[src/rtl/hll_pkg.sv]
// Shared types and constants for the HyperLogLog sketch block.
// Used by the divider and the top level; depends on nothing.
`default_nettype none

package hll_pkg;

  // Widths of the command, result and configuration fields and of internal values.
  localparam int HASH_W  = 64;
  localparam int HALF_W  = 32;
  localparam int BC_W    = 11;
  localparam int CW_W    = 4;
  localparam int ALPHA_W = 16;
  localparam int EST_W   = 48;
  localparam int EMPTY_W = 11;
  localparam int SUM_W   = 42;
  localparam int CTR_W   = 8;
  localparam int RANK_W  = 6;
  localparam int MM_W    = 2 * BC_W;
  localparam int PROD_W  = ALPHA_W + MM_W;

  // Q.32 fraction of the harmonic sum.
  localparam int FRAC_BITS = 32;

  // Configuration port.
  localparam int CFG_IDX_W  = 2;
  localparam int CFG_DATA_W = 16;

  localparam logic [CFG_IDX_W-1:0] CFG_BUCKET_COUNT  = 2'd0;
  localparam logic [CFG_IDX_W-1:0] CFG_COUNTER_WIDTH = 2'd1;
  localparam logic [CFG_IDX_W-1:0] CFG_ALPHA         = 2'd2;

  localparam logic [BC_W-1:0]    BUCKET_COUNT_RST  = 11'd1024;
  localparam logic [CW_W-1:0]    COUNTER_WIDTH_RST = 4'd6;
  localparam logic [ALPHA_W-1:0] ALPHA_RST         = 16'd47220;

  // Command codes.
  localparam logic OP_INSERT   = 1'b0;
  localparam logic OP_ESTIMATE = 1'b1;

  // Saturated estimate.
  localparam logic [EST_W-1:0] EST_MAX = {EST_W{1'b1}};

  // Request to and response from the shared divider.
  typedef struct packed {
    logic              start;
    logic [HASH_W-1:0] dividend;
    logic [SUM_W-1:0]  divisor;
  } div_req_t;

  typedef struct packed {
    logic              done;
    logic [HASH_W-1:0] quot;
    logic [SUM_W-1:0]  rem;
  } div_rsp_t;

endpackage

`default_nettype wire

[src/rtl/hll_divider.sv]
// Shared restoring divider, one quotient bit per cycle.
// Depends on hll_pkg for the request and response words.
`default_nettype none

module hll_divider (
  input  wire               clk,
  input  wire               rst_n,
  input  hll_pkg::div_req_t req,
  output hll_pkg::div_rsp_t rsp
);

  localparam int DivW  = hll_pkg::HASH_W;
  localparam int RemW  = hll_pkg::SUM_W;
  localparam int CntW  = $clog2(DivW);

  logic [DivW-1:0] quot_r;
  logic [RemW-1:0] rem_r;
  logic [RemW-1:0] dvsr_r;
  logic [CntW-1:0] cnt_r;
  logic            run_r;
  logic            done_r;

  logic [RemW:0]   trial;
  logic            fits;

  // One restoring step: shift in the next dividend bit and try the subtract.
  assign trial = {rem_r, quot_r[DivW-1]};
  assign fits  = trial >= {1'b0, dvsr_r};

  // Control of the iteration.
  always_ff @(posedge clk) begin
    if (!rst_n) begin
      run_r  <= 1'b0;
      done_r <= 1'b0;
      cnt_r  <= '0;
    end else begin
      done_r <= 1'b0;
      if (req.start) begin
        run_r <= 1'b1;
        cnt_r <= '0;
      end else if (run_r) begin
        cnt_r <= cnt_r + CntW'(1);
        if (cnt_r == CntW'(DivW - 1)) begin
          run_r  <= 1'b0;
          done_r <= 1'b1;
        end
      end
    end
  end

  // Datapath: the dividend register turns into the quotient bit by bit.
  always_ff @(posedge clk) begin
    if (req.start) begin
      quot_r <= req.dividend;
      rem_r  <= '0;
      dvsr_r <= req.divisor;
    end else if (run_r) begin
      quot_r <= {quot_r[DivW-2:0], fits};
      rem_r  <= fits ? RemW'(trial - {1'b0, dvsr_r}) : trial[RemW-1:0];
    end
  end

  assign rsp.done = done_r;
  assign rsp.quot = quot_r;
  assign rsp.rem  = rem_r;

endmodule

`default_nettype wire

[config.mk]
export PLATFORM = sky130hd
export DESIGN_NAME = hll_divider
export DESIGN_NICKNAME = d
export VERILOG_FILES = /design/src/rtl/hll_pkg.sv /design/src/rtl/hll_divider.sv
export SDC_FILE = /design/constraint.sdc
export NUM_CORES = 1
export LEC_CHECK = 0
export ABC_AREA = 0
export BUFFER_PORTS_ARGS = -buffer_cell sky130_fd_sc_hd__buf_2
export CORE_MARGIN = 2
export CORE_UTILIZATION = 40
export CTS_CLUSTER_SIZE = 20
export DETAILED_ROUTE_END_ITERATION = 8
export PLACE_DENSITY_LB_ADDON = 0.2
export SLEW_MARGIN = 20
export SYNTH_ARGS = -nofsm -noshare
export SYNTH_HDL_FRONTEND = slang
export SYNTH_SLANG_ARGS = --single-unit
export TNS_END_PERCENT = 5
[constraint.sdc]
create_clock -name clk -period 5.93 [get_ports clk]
set_clock_uncertainty 0.2 [all_clocks]
set_input_delay 0.593 -clock clk [delete_from_list [all_inputs] [get_ports clk]]
set_output_delay 0.593 -clock clk [all_outputs]
set_load 0.02 [all_outputs]
* Word level (Yosys, flattened, before mapping) *
Index checks and enable logic that the tools add are counted.

storage, ports and cells
  flip-flop bits (word level) = 156
  bits of input ports = 109
  output and inout bits = 107
  logic and storage cells = 22

operators by class
  add/sub/neg operators = 2
  magnitude comparators = 1
  equal/unequal tests = 1
  mux-type cells = 7
  bitwise gates (word level) = 2
  reductions and logical operators = 3

operators by type and width
  cell                                          number
  2-to-1 mux 64 bit                             2
  >= comparator 43 x 42 -> 1 bit                1
  2-to-1 mux 42 bit                             1
  subtractor 42 bit                             1
  adder 6 x 1 -> 6 bit (second input constant)  1
  == test 6 bit (second input constant)         1
  2-to-1 mux 1 bit                              4
  OR reduction 3 bit                            1
  inverter 1 bit                                2
  nonzero test 2 bit                            1
  OR reduction 2 bit                            1

* Depth between registers and ports, before layout *
Gate-level depths: netlist (run 1).

  word-level depth = 4
  mapped depth = 14
  depth with buffers taken out = 13

* Worst setup path before layout (run 1) *
Ideal clock, no wire load.

  path type = register -> register
  start point = register quot_r[63]
  end point = register rem_r[36]
  setup time = 0.079 ns
  data arrival time = 2.948 ns
  data required time = 5.651 ns
  slack = 2.703 ns
  stages on the path, launching flop included = 14
  buffers on the path = 0
  clock period less this slack = 3.227 ns
  cell sequence = edfxtp_1 > inv_1 > ha_1 > inv_1 > fa_1 > a21oi_1 > or2_4 > a211oi_4 > o21ai_2 > a211oi_2 > o21ai_2 > a311o_1 > mux2_4 > a211oi_2

on the way
  longest elaborated chain between the ends = 2
  elaborated cells between the ends (all ways) = 3
  those cells by class = 1 x add/sub; 1 x order compare; 1 x mux

ends and longest elaborated chain
  item                                                                 line                                  RTL
  start, declared                                                      hll_divider.sv:16                     logic [DivW-1:0] quot_r;
  start signal, assigned                                               hll_divider.sv:54                     quot_r <= req.dividend;
  start signal, assigned                                               hll_divider.sv:58                     quot_r <= {quot_r[DivW-2:0], fits};
  subtractor 42 bit or >= comparator 43 x 42 -> 1 bit (tied branches)  hll_divider.sv:59, hll_divider.sv:28
  2-to-1 mux 42 bit (*)                                                hll_divider.sv:59                     rem_r <= fits ? RemW'(trial - {1'b0, dvsr_r}) : trial[RemW-1:0];
  end signal, assigned                                                 hll_divider.sv:59
  end, declared                                                        hll_divider.sv:17                     logic [RemW-1:0] rem_r;

Every way passes the cells marked *; elsewhere a longest branch is shown, timed or not.
A chain may end at the register's enable or synchronous reset.

* Final worst setup path (run 1) *
  start point = register dvsr_r[9]
  end point = register rem_r[41]

on the way
  longest elaborated chain between the ends = 2
  elaborated cells between the ends (all ways) = 3
  those cells by class = 1 x add/sub; 1 x order compare; 1 x mux

ends and longest elaborated chain
  item                                                                 line                                  RTL
  start, declared                                                      hll_divider.sv:18                     logic [RemW-1:0] dvsr_r;
  start signal, assigned                                               hll_divider.sv:56                     dvsr_r <= req.divisor;
  subtractor 42 bit or >= comparator 43 x 42 -> 1 bit (tied branches)  hll_divider.sv:59, hll_divider.sv:28
  2-to-1 mux 42 bit (*)                                                hll_divider.sv:59

Marked as above.

==> out/metrics.csv, run 1 <==
metric,value,unit
outcome,finished clean,
Post-Syn Nets,1013,
"area leader, netlist",edfxtp_1,
Peak VDD IR,0.1459,mV
Mean Syn Cell Area,10.33,sq um
Final Max Tran Viols,0,
Iteration-0 DRC Markers,365,
CTS tree,done,
setup violators final,0,
"Data arrival, critical path",4050,ps
Seq cells post-synth,156,
FP Rows,54,
post-synthesis instance area,0.008881,sq mm
Initial Util,0.4069,
most frequent cells in the layout,"214 x buf_2, 106 x edfxtp_1, 71 x nor2_1, 68 x mux2_2, 64 x inv_1",
Final HPWL DP,17.13,mm
worst slack at placement,2039,ps
Pleak,4.601,nW
unrepaired setup endpoints after global routing,no,
Final Util,0.4936,
Syn Inst Count,860,
fin crit share,0.6562,
Yosys warnings,0,
Layout Area Growth over Synthesis,21.30,%
"Hold Violations, Final",0,
vias in the first global route,6978,
worst setup path class,flip-flop to flip-flop,
area share of the largest cell type after synthesis,0.3584,
Worst Path Max Fanout,38,
IO Count,216,
Peak Freq,0.2570,GHz
Worst EP required,6090,ps
routed length per instance,17.01,um
Vias,7086,
"Min Clock Period, post-route",3891,ps
Crit. End Element,flip-flop,
"most used cell, CP",a21oi_1,
DRT antenna net count,0,
"FFs w/ async S/R, synth",0,
CTS Hold Bufs,0,
CP max stage cell,o211ai_4,
GRT Total Usage,0.1967,
sequential share of the synthesized area,0.4711,
htree depth,4,
CP peak stage delay,740,ps
initial antenna violation count,6,
setup bufs post-CTS,0,
GRT overflow,0,
max-cap violations,0,
Cell Pwr Density,306.9,mW/mm^2
clk buf depth,2,
vias per cell,5.249,
"commonest non-fill, non-tap cell in the layout",buf_2,
Root Driver,clkbuf_16,
Post-synth EDFFs,106,
clock sinks,156,
Die Ht,153.0,um
HP Class,input pin to flip-flop,
pin count of the biggest net entering global routing,96,
share of cells above drive strength 1,0.3164,
Die W,153.0,um
Synth Flop Type,edfxtp_1,
final net count,1205,
GPL Wtd Cong,0.8685,
# port buffers,215,
Worst-Skew Late Latency,430,ps
CTS Buf Count,17,
largest cells by area after synthesis,"edfxtp_1 36%, dfxtp_1 11%, mux2_2 8.6%",
first drt pass iteration count,5,
post-synthesis cell type count,61,
core area,0.02182,sq mm
Relative slew margins,0.3693,
setup_tns,0,ps
post-CTS sizing,0,
Die ar.,0.02341,sq mm
clk slew on worst S/H paths,70,ps
first-pass GRT wire length,36.66,mm
DRC Markers,0,
Routed WL,22.97,mm
CP startpoint kind,flip-flop,
Final WS setup,2039,ps
Worst-Margin Slew,946.1,ps
critical path cell sequence,inv_1 -> ha_1 -> nand4_1 -> nor3_1 -> nand2_1 -> a21oi_1 -> o31ai_2 -> o211ai_4 -> buf_4 -> o2bb2ai_1 -> a211o_1 -> a21oi_1,
flip-flops by register name (all words and copies together), names as in the netlist:
| signal | cells |
|---|---|
| quot_r | 64 |
| dvsr_r | 42 |
| rem_r | 42 |
| cnt_r | 6 |
| done_r | 1 |
| run_r | 1 |
synth_stat cells, drive strengths merged, types with 7 or more instances:
master  instances
o21bai         13
a31oi          12
o21ai          41
dfxtp          50
a211oi         34
edfxtp        106
clkbuf         32
nor2           71
nand3          21
mux2i          27
a21o           12
nor3           16
nor2b           7
xnor2          17
nand4          15
mux2           69
buf            15
ha             43
a21oi          60
inv            64
or3             7
xor2           12
o21a            8
nand2          48
worst max-delay path: cells and delay by family (launching register included):
| family | cells | cell delay (ps) |
|---|---|---|
| compound gates | 6 | 1670 |
| flops | 1 | 340 |
| fa+ha+maj | 1 | 410 |
| simple gates | 3 | 590 |
| buf+inv | 2 | 580 |
power by group:
part	internal [W]	switching, W
clock	0.000571	0.000534
sequential	0.00128	0.0000634
combinational	0.000343	0.000517
total	0.00219	0.00111
kinds of logic (layout without fill, tap and decap cells):
| family | Yosys count | after routing | share of synthesized area |
|---|---|---|---|
| AOI/OAI and AO/OA | 204 | 204 | 0.1503 |
| xor gates and xnor gates | 29 | 29 | 0.02860 |
| adders and majority gates | 44 | 44 | 0.06284 |
| buffers and inverters | 111 | 316 | 0.05001 |
| DFF | 156 | 156 | 0.4711 |
| muxes | 96 | 96 | 0.1183 |
| other | 0 | 5 | 0 |
| and+or+nand+nor | 220 | 220 | 0.1188 |
layout make-up:
type / count / area [sq um]
Fill cell: 2093 / 11050
Multi-Input combinational cell: 593 / 4262
Sequential cell: 156 / 4185
Timing Repair Buffer: 220 / 1120
Clock buffer: 17 / 425.4
Tap cell: 280 / 350.3
Inverter: 64 / 240.2
Clock inverter: 15 / 177.7
Antenna cell: 5 / 12.51
per-stage QoR:
step                      total power, W  cells  instance area, sq um  hold slack [ps]
final                           0.003306   1350                 10770            135.2
after global routing            0.003483   1345                 10760            120.0
after CTS                       0.003341   1345                 10760            115.5
after detailed placement        0.002228   1313                 10160            276.6
after global placement          0.002222   1313                 10160            279.5
after floorplan                 0.001976    860                  8881            254.1
final timing paths:
check            start         end  slack [ps]  cells past startpoint
max          dvsr_r[9]   rem_r[41]        2040                     12
min            req[36]  dvsr_r[36]         140                      1
max reg2reg  dvsr_r[9]   rem_r[41]        2040                     12
min reg2reg   cnt_r[5]    cnt_r[5]         290                      2
routing by layer:
metal,GRT usage,up-vias,routed length (um)
li1,-,3538,-
met1,0.2479,3289,10030
met2,0.3128,220,10480
met3,0.07343,33,1922
met4,0.06570,6,502
met5,0,-,34
Power figures use the tool's default switching activity.
==> run 2, diff against run 1 <==
==> constraint.sdc (replaced) <==
create_clock -name clk -period 4.1 [get_ports clk]
set_clock_uncertainty 0.2 [all_clocks]
set_input_delay 0.41 -clock clk [delete_from_list [all_inputs] [get_ports clk]]
set_output_delay 0.41 -clock clk [all_outputs]
set_load 0.02 [all_outputs]
==> run 2 against run 1 <==
  * Maximum frequency rose by 9.2%
  * Highest routed layer unchanged
  * Sequential power rose by 45%
  * Routed wire length rose by 2.2%
  * Final cell count rose by 2.9%
  * Flip-flop and latch count did not move
  * Die area did not move
  * Setup slack got worse by 1500 ps
  * Critical path depth did not move
  * Final area rose by 4.2%
  * Via count rose by 2.8%
  * Non-clock buffer count rose by 44
==> out/metrics.csv, run 2 (synthesis gave the netlist of run 1 again) <==
metric,value,unit,change
pin count of the biggest net entering global routing,96,,unchanged
flop-to-flop setup slack,540,ps,was 2040 ps
share of cells above drive strength 1,0.3066,,was 0.3164
Die Ht,153.0,um,unchanged
core area,0.02182,sq mm,unchanged
Worst EP required,4200,ps,was 6090 ps
routed length per instance,16.91,um,was 17.01 um
Pleak,4.797,nW,was 4.601 nW
CP startpoint kind,flip-flop,,unchanged
R2R depth,12,,unchanged
vias in the first global route,7231,,was 6978
htree depth,4,,unchanged
setup bufs post-CTS,0,,unchanged
"Min Clock Period, post-route",3563,ps,was 3891 ps
R2R Path Start,dvsr_r[8],,was dvsr_r[9]
GRT Total Usage,0.2021,,was 0.1967
worst setup path class,flip-flop to flip-flop,,unchanged
post-CTS sizing,0,,unchanged
"commonest non-fill, non-tap cell in the layout",buf_2,,unchanged
Cell Pwr Density,429.3,mW/mm^2,was 306.9 mW/mm^2
CP peak stage delay,570,ps,was 740 ps
IO Count,216,,unchanged
Worst-Skew Late Latency,430,ps,about the same
Hold Crit Start,rst_n,,was req[36]
outcome,finished clean,,unchanged
GPL Wtd Cong,0.8411,,was 0.8685
CTS Hold Bufs,42,,was 0
clk slew on worst S/H paths,70,ps,about the same
first drt pass iteration count,5,,unchanged
Initial Util,0.4069,,unchanged
Inst Count DP,1315,,was 1313
Hold Path End,run_r,,was dvsr_r[36]
setup_tns,0,ps,unchanged
clk buf depth,2,,unchanged
"Data arrival, critical path",3660,ps,was 4050 ps
initial antenna violation count,1,,was 6
GRT overflow,0,,unchanged
clock sinks,156,,unchanged
Final Util,0.5143,,was 0.4936
unrepaired setup endpoints after global routing,no,,unchanged
Relative slew margins,0.3760,,was 0.3693
"Hold Violations, Final",0,,unchanged
Top reg by flops,quot_r,,unchanged
register area,0.004185,sq mm,unchanged
WP buf/inv,2,,unchanged
max-cap violations,0,,unchanged
CTS Buf Count,17,,unchanged
footprint of the multi-input gates,0.004262,sq mm,unchanged
Die ar.,0.02341,sq mm,unchanged
Routed WL,23.48,mm,was 22.97 mm
setup violators final,0,,unchanged
Final Max Tran Viols,0,,unchanged
Iteration-0 DRC Markers,320,,was 365
Crit. End Element,flip-flop,,unchanged
Largest register FFs,64,,unchanged
Fillers,2004,,was 2093
Worst Path Max Fanout,19,,was 38
critical path startpoint,dvsr_r[8],,was dvsr_r[9]
Ant. Diodes,0,,was 5
critical path cell sequence,inv_1 -> ha_1 -> nand4_1 -> nor3_1 -> nand2_1 -> a21oi_1 -> o31ai_2 -> buf_4 -> o211ai_4 -> and2_1 -> nor4b_1 -> nor4_1,,was inv_1 -> ha_1 -> nand4_1 -> nor3_1 -> nand2_1 -> a21oi_1 -> o31ai_2 -> o211ai_4 -> buf_4 -> o2bb2ai_1 -> a211o_1 -> a21oi_1
CP max stage cell,o211ai_4,,unchanged
largest delay contributor family on the critical path,simple AND/OR/NAND/NOR gates,,was compound AO/OA/AOI/OAI gates
fin crit share,0.8690,,was 0.6562
R2R Path End,rem_r[40],,was rem_r[41]
Worst-Margin Slew,936.0,ps,was 946.1 ps
Root Driver,clkbuf_16,,unchanged
Peak VDD IR,0.2355,mV,was 0.1459 mV
# port buffers,215,,unchanged
Final HPWL DP,17.20,mm,was 17.13 mm
Hold WS,47.12,ps,was 135.2 ps
HP Class,input pin to flip-flop,,unchanged
first-pass GRT wire length,37.91,mm,was 36.66 mm
Peak Freq,0.2807,GHz,was 0.2570 GHz
Final WS setup,537.0,ps,was 2039 ps
Die W,153.0,um,unchanged
Vias,7283,,was 7086
DRT antenna net count,0,,unchanged
biggest regs,"quot_r (64), dvsr_r (42), rem_r (42)",,unchanged
hold depth,2,,was 1
CTS tree,done,,unchanged
DRC Markers,0,,unchanged
FP Rows,54,,unchanged
final net count,1249,,was 1205
Layout Area Growth over Synthesis,26.39,%,was 21.30%
worst slack at placement,589.8,ps,was 2039 ps
most frequent cells in the layout,"214 x buf_2, 106 x edfxtp_1, 71 x nor2_1, 68 x mux2_2, 64 x inv_1",,unchanged
final cell count without fillers,1389,,was 1350
vias per cell,5.243,,was 5.249
[run 2: cell count changes in the layout (fill, tap and decap cells not counted)]
cell and delta:
inv_8 -1, dlygate4sd3_1 +42, inv_6 +2, clkinv_2 +1
buf_4 -1, clkinv_8 -1, buf_12 +3, diode_2 -5
clkinv_1 -1
[run 2: worst max-delay path by stage]
stage | to | depth (start not counted) | slack (ps)
2_1_floorplan | rem_r[36] | 13 | 870
3_3_place_gp | rem_r[40] | 12 | 690
3_5_place_dp | rem_r[40] | 12 | 590
4_1_cts | rem_r[5] | 12 | 560
5_1_grt | rem_r[40] | 12 | 250
6_report | rem_r[40] | 12 | 540
[run 2: area by class of cell]
cell class	instances	area share
Tap cell	280	0.03121
Timing Repair Buffer	264	0.1419
Clock buffer	17	0.03790
Multi-Input combinational cell	593	0.3797
Sequential cell	156	0.3729
Clock inverter	15	0.01505
Inverter	64	0.02140
[run 2: report_power, final]
group | total [W] | leakage [nW] | internal (W) | switching, W
Sequential | 0.00194 | 1.47 | 0.00185 | 0.0000932
Combinational | 0.00130 | 3.04 | 0.000534 | 0.000762
Clock | 0.00158 | 0.289 | 0.000821 | 0.000760
Total | 0.00482 | 4.80 | 0.00320 | 0.00162
[run 2: metal layers]
layer	up-vias	share of wire	global-route usage
met5	-	0.00060	0
met4	2	0.018	0.05688
met3	29	0.070	0.06606
met2	213	0.47	0.3291
met1	3421	0.44	0.2585
li1	3618	-	-
[run 2: stage by stage]
stage	cell area, sq um	total power (W)
floorplan	8881	0.002858
global placement	10210	0.003230
detailed placement	10210	0.003238
CTS	11220	0.004875
global route	11220	0.005083
finish	11220	0.004819
[run 2: worst register-to-register path, delay by kind of cell, from the launching register on]
kind	cells	cell delay (ps)
and+or+nand+nor	6	1400
AOI/OAI and AO/OA	3	870
adders and majority gates	1	410
DFF	1	330
buffers and inverters	2	210
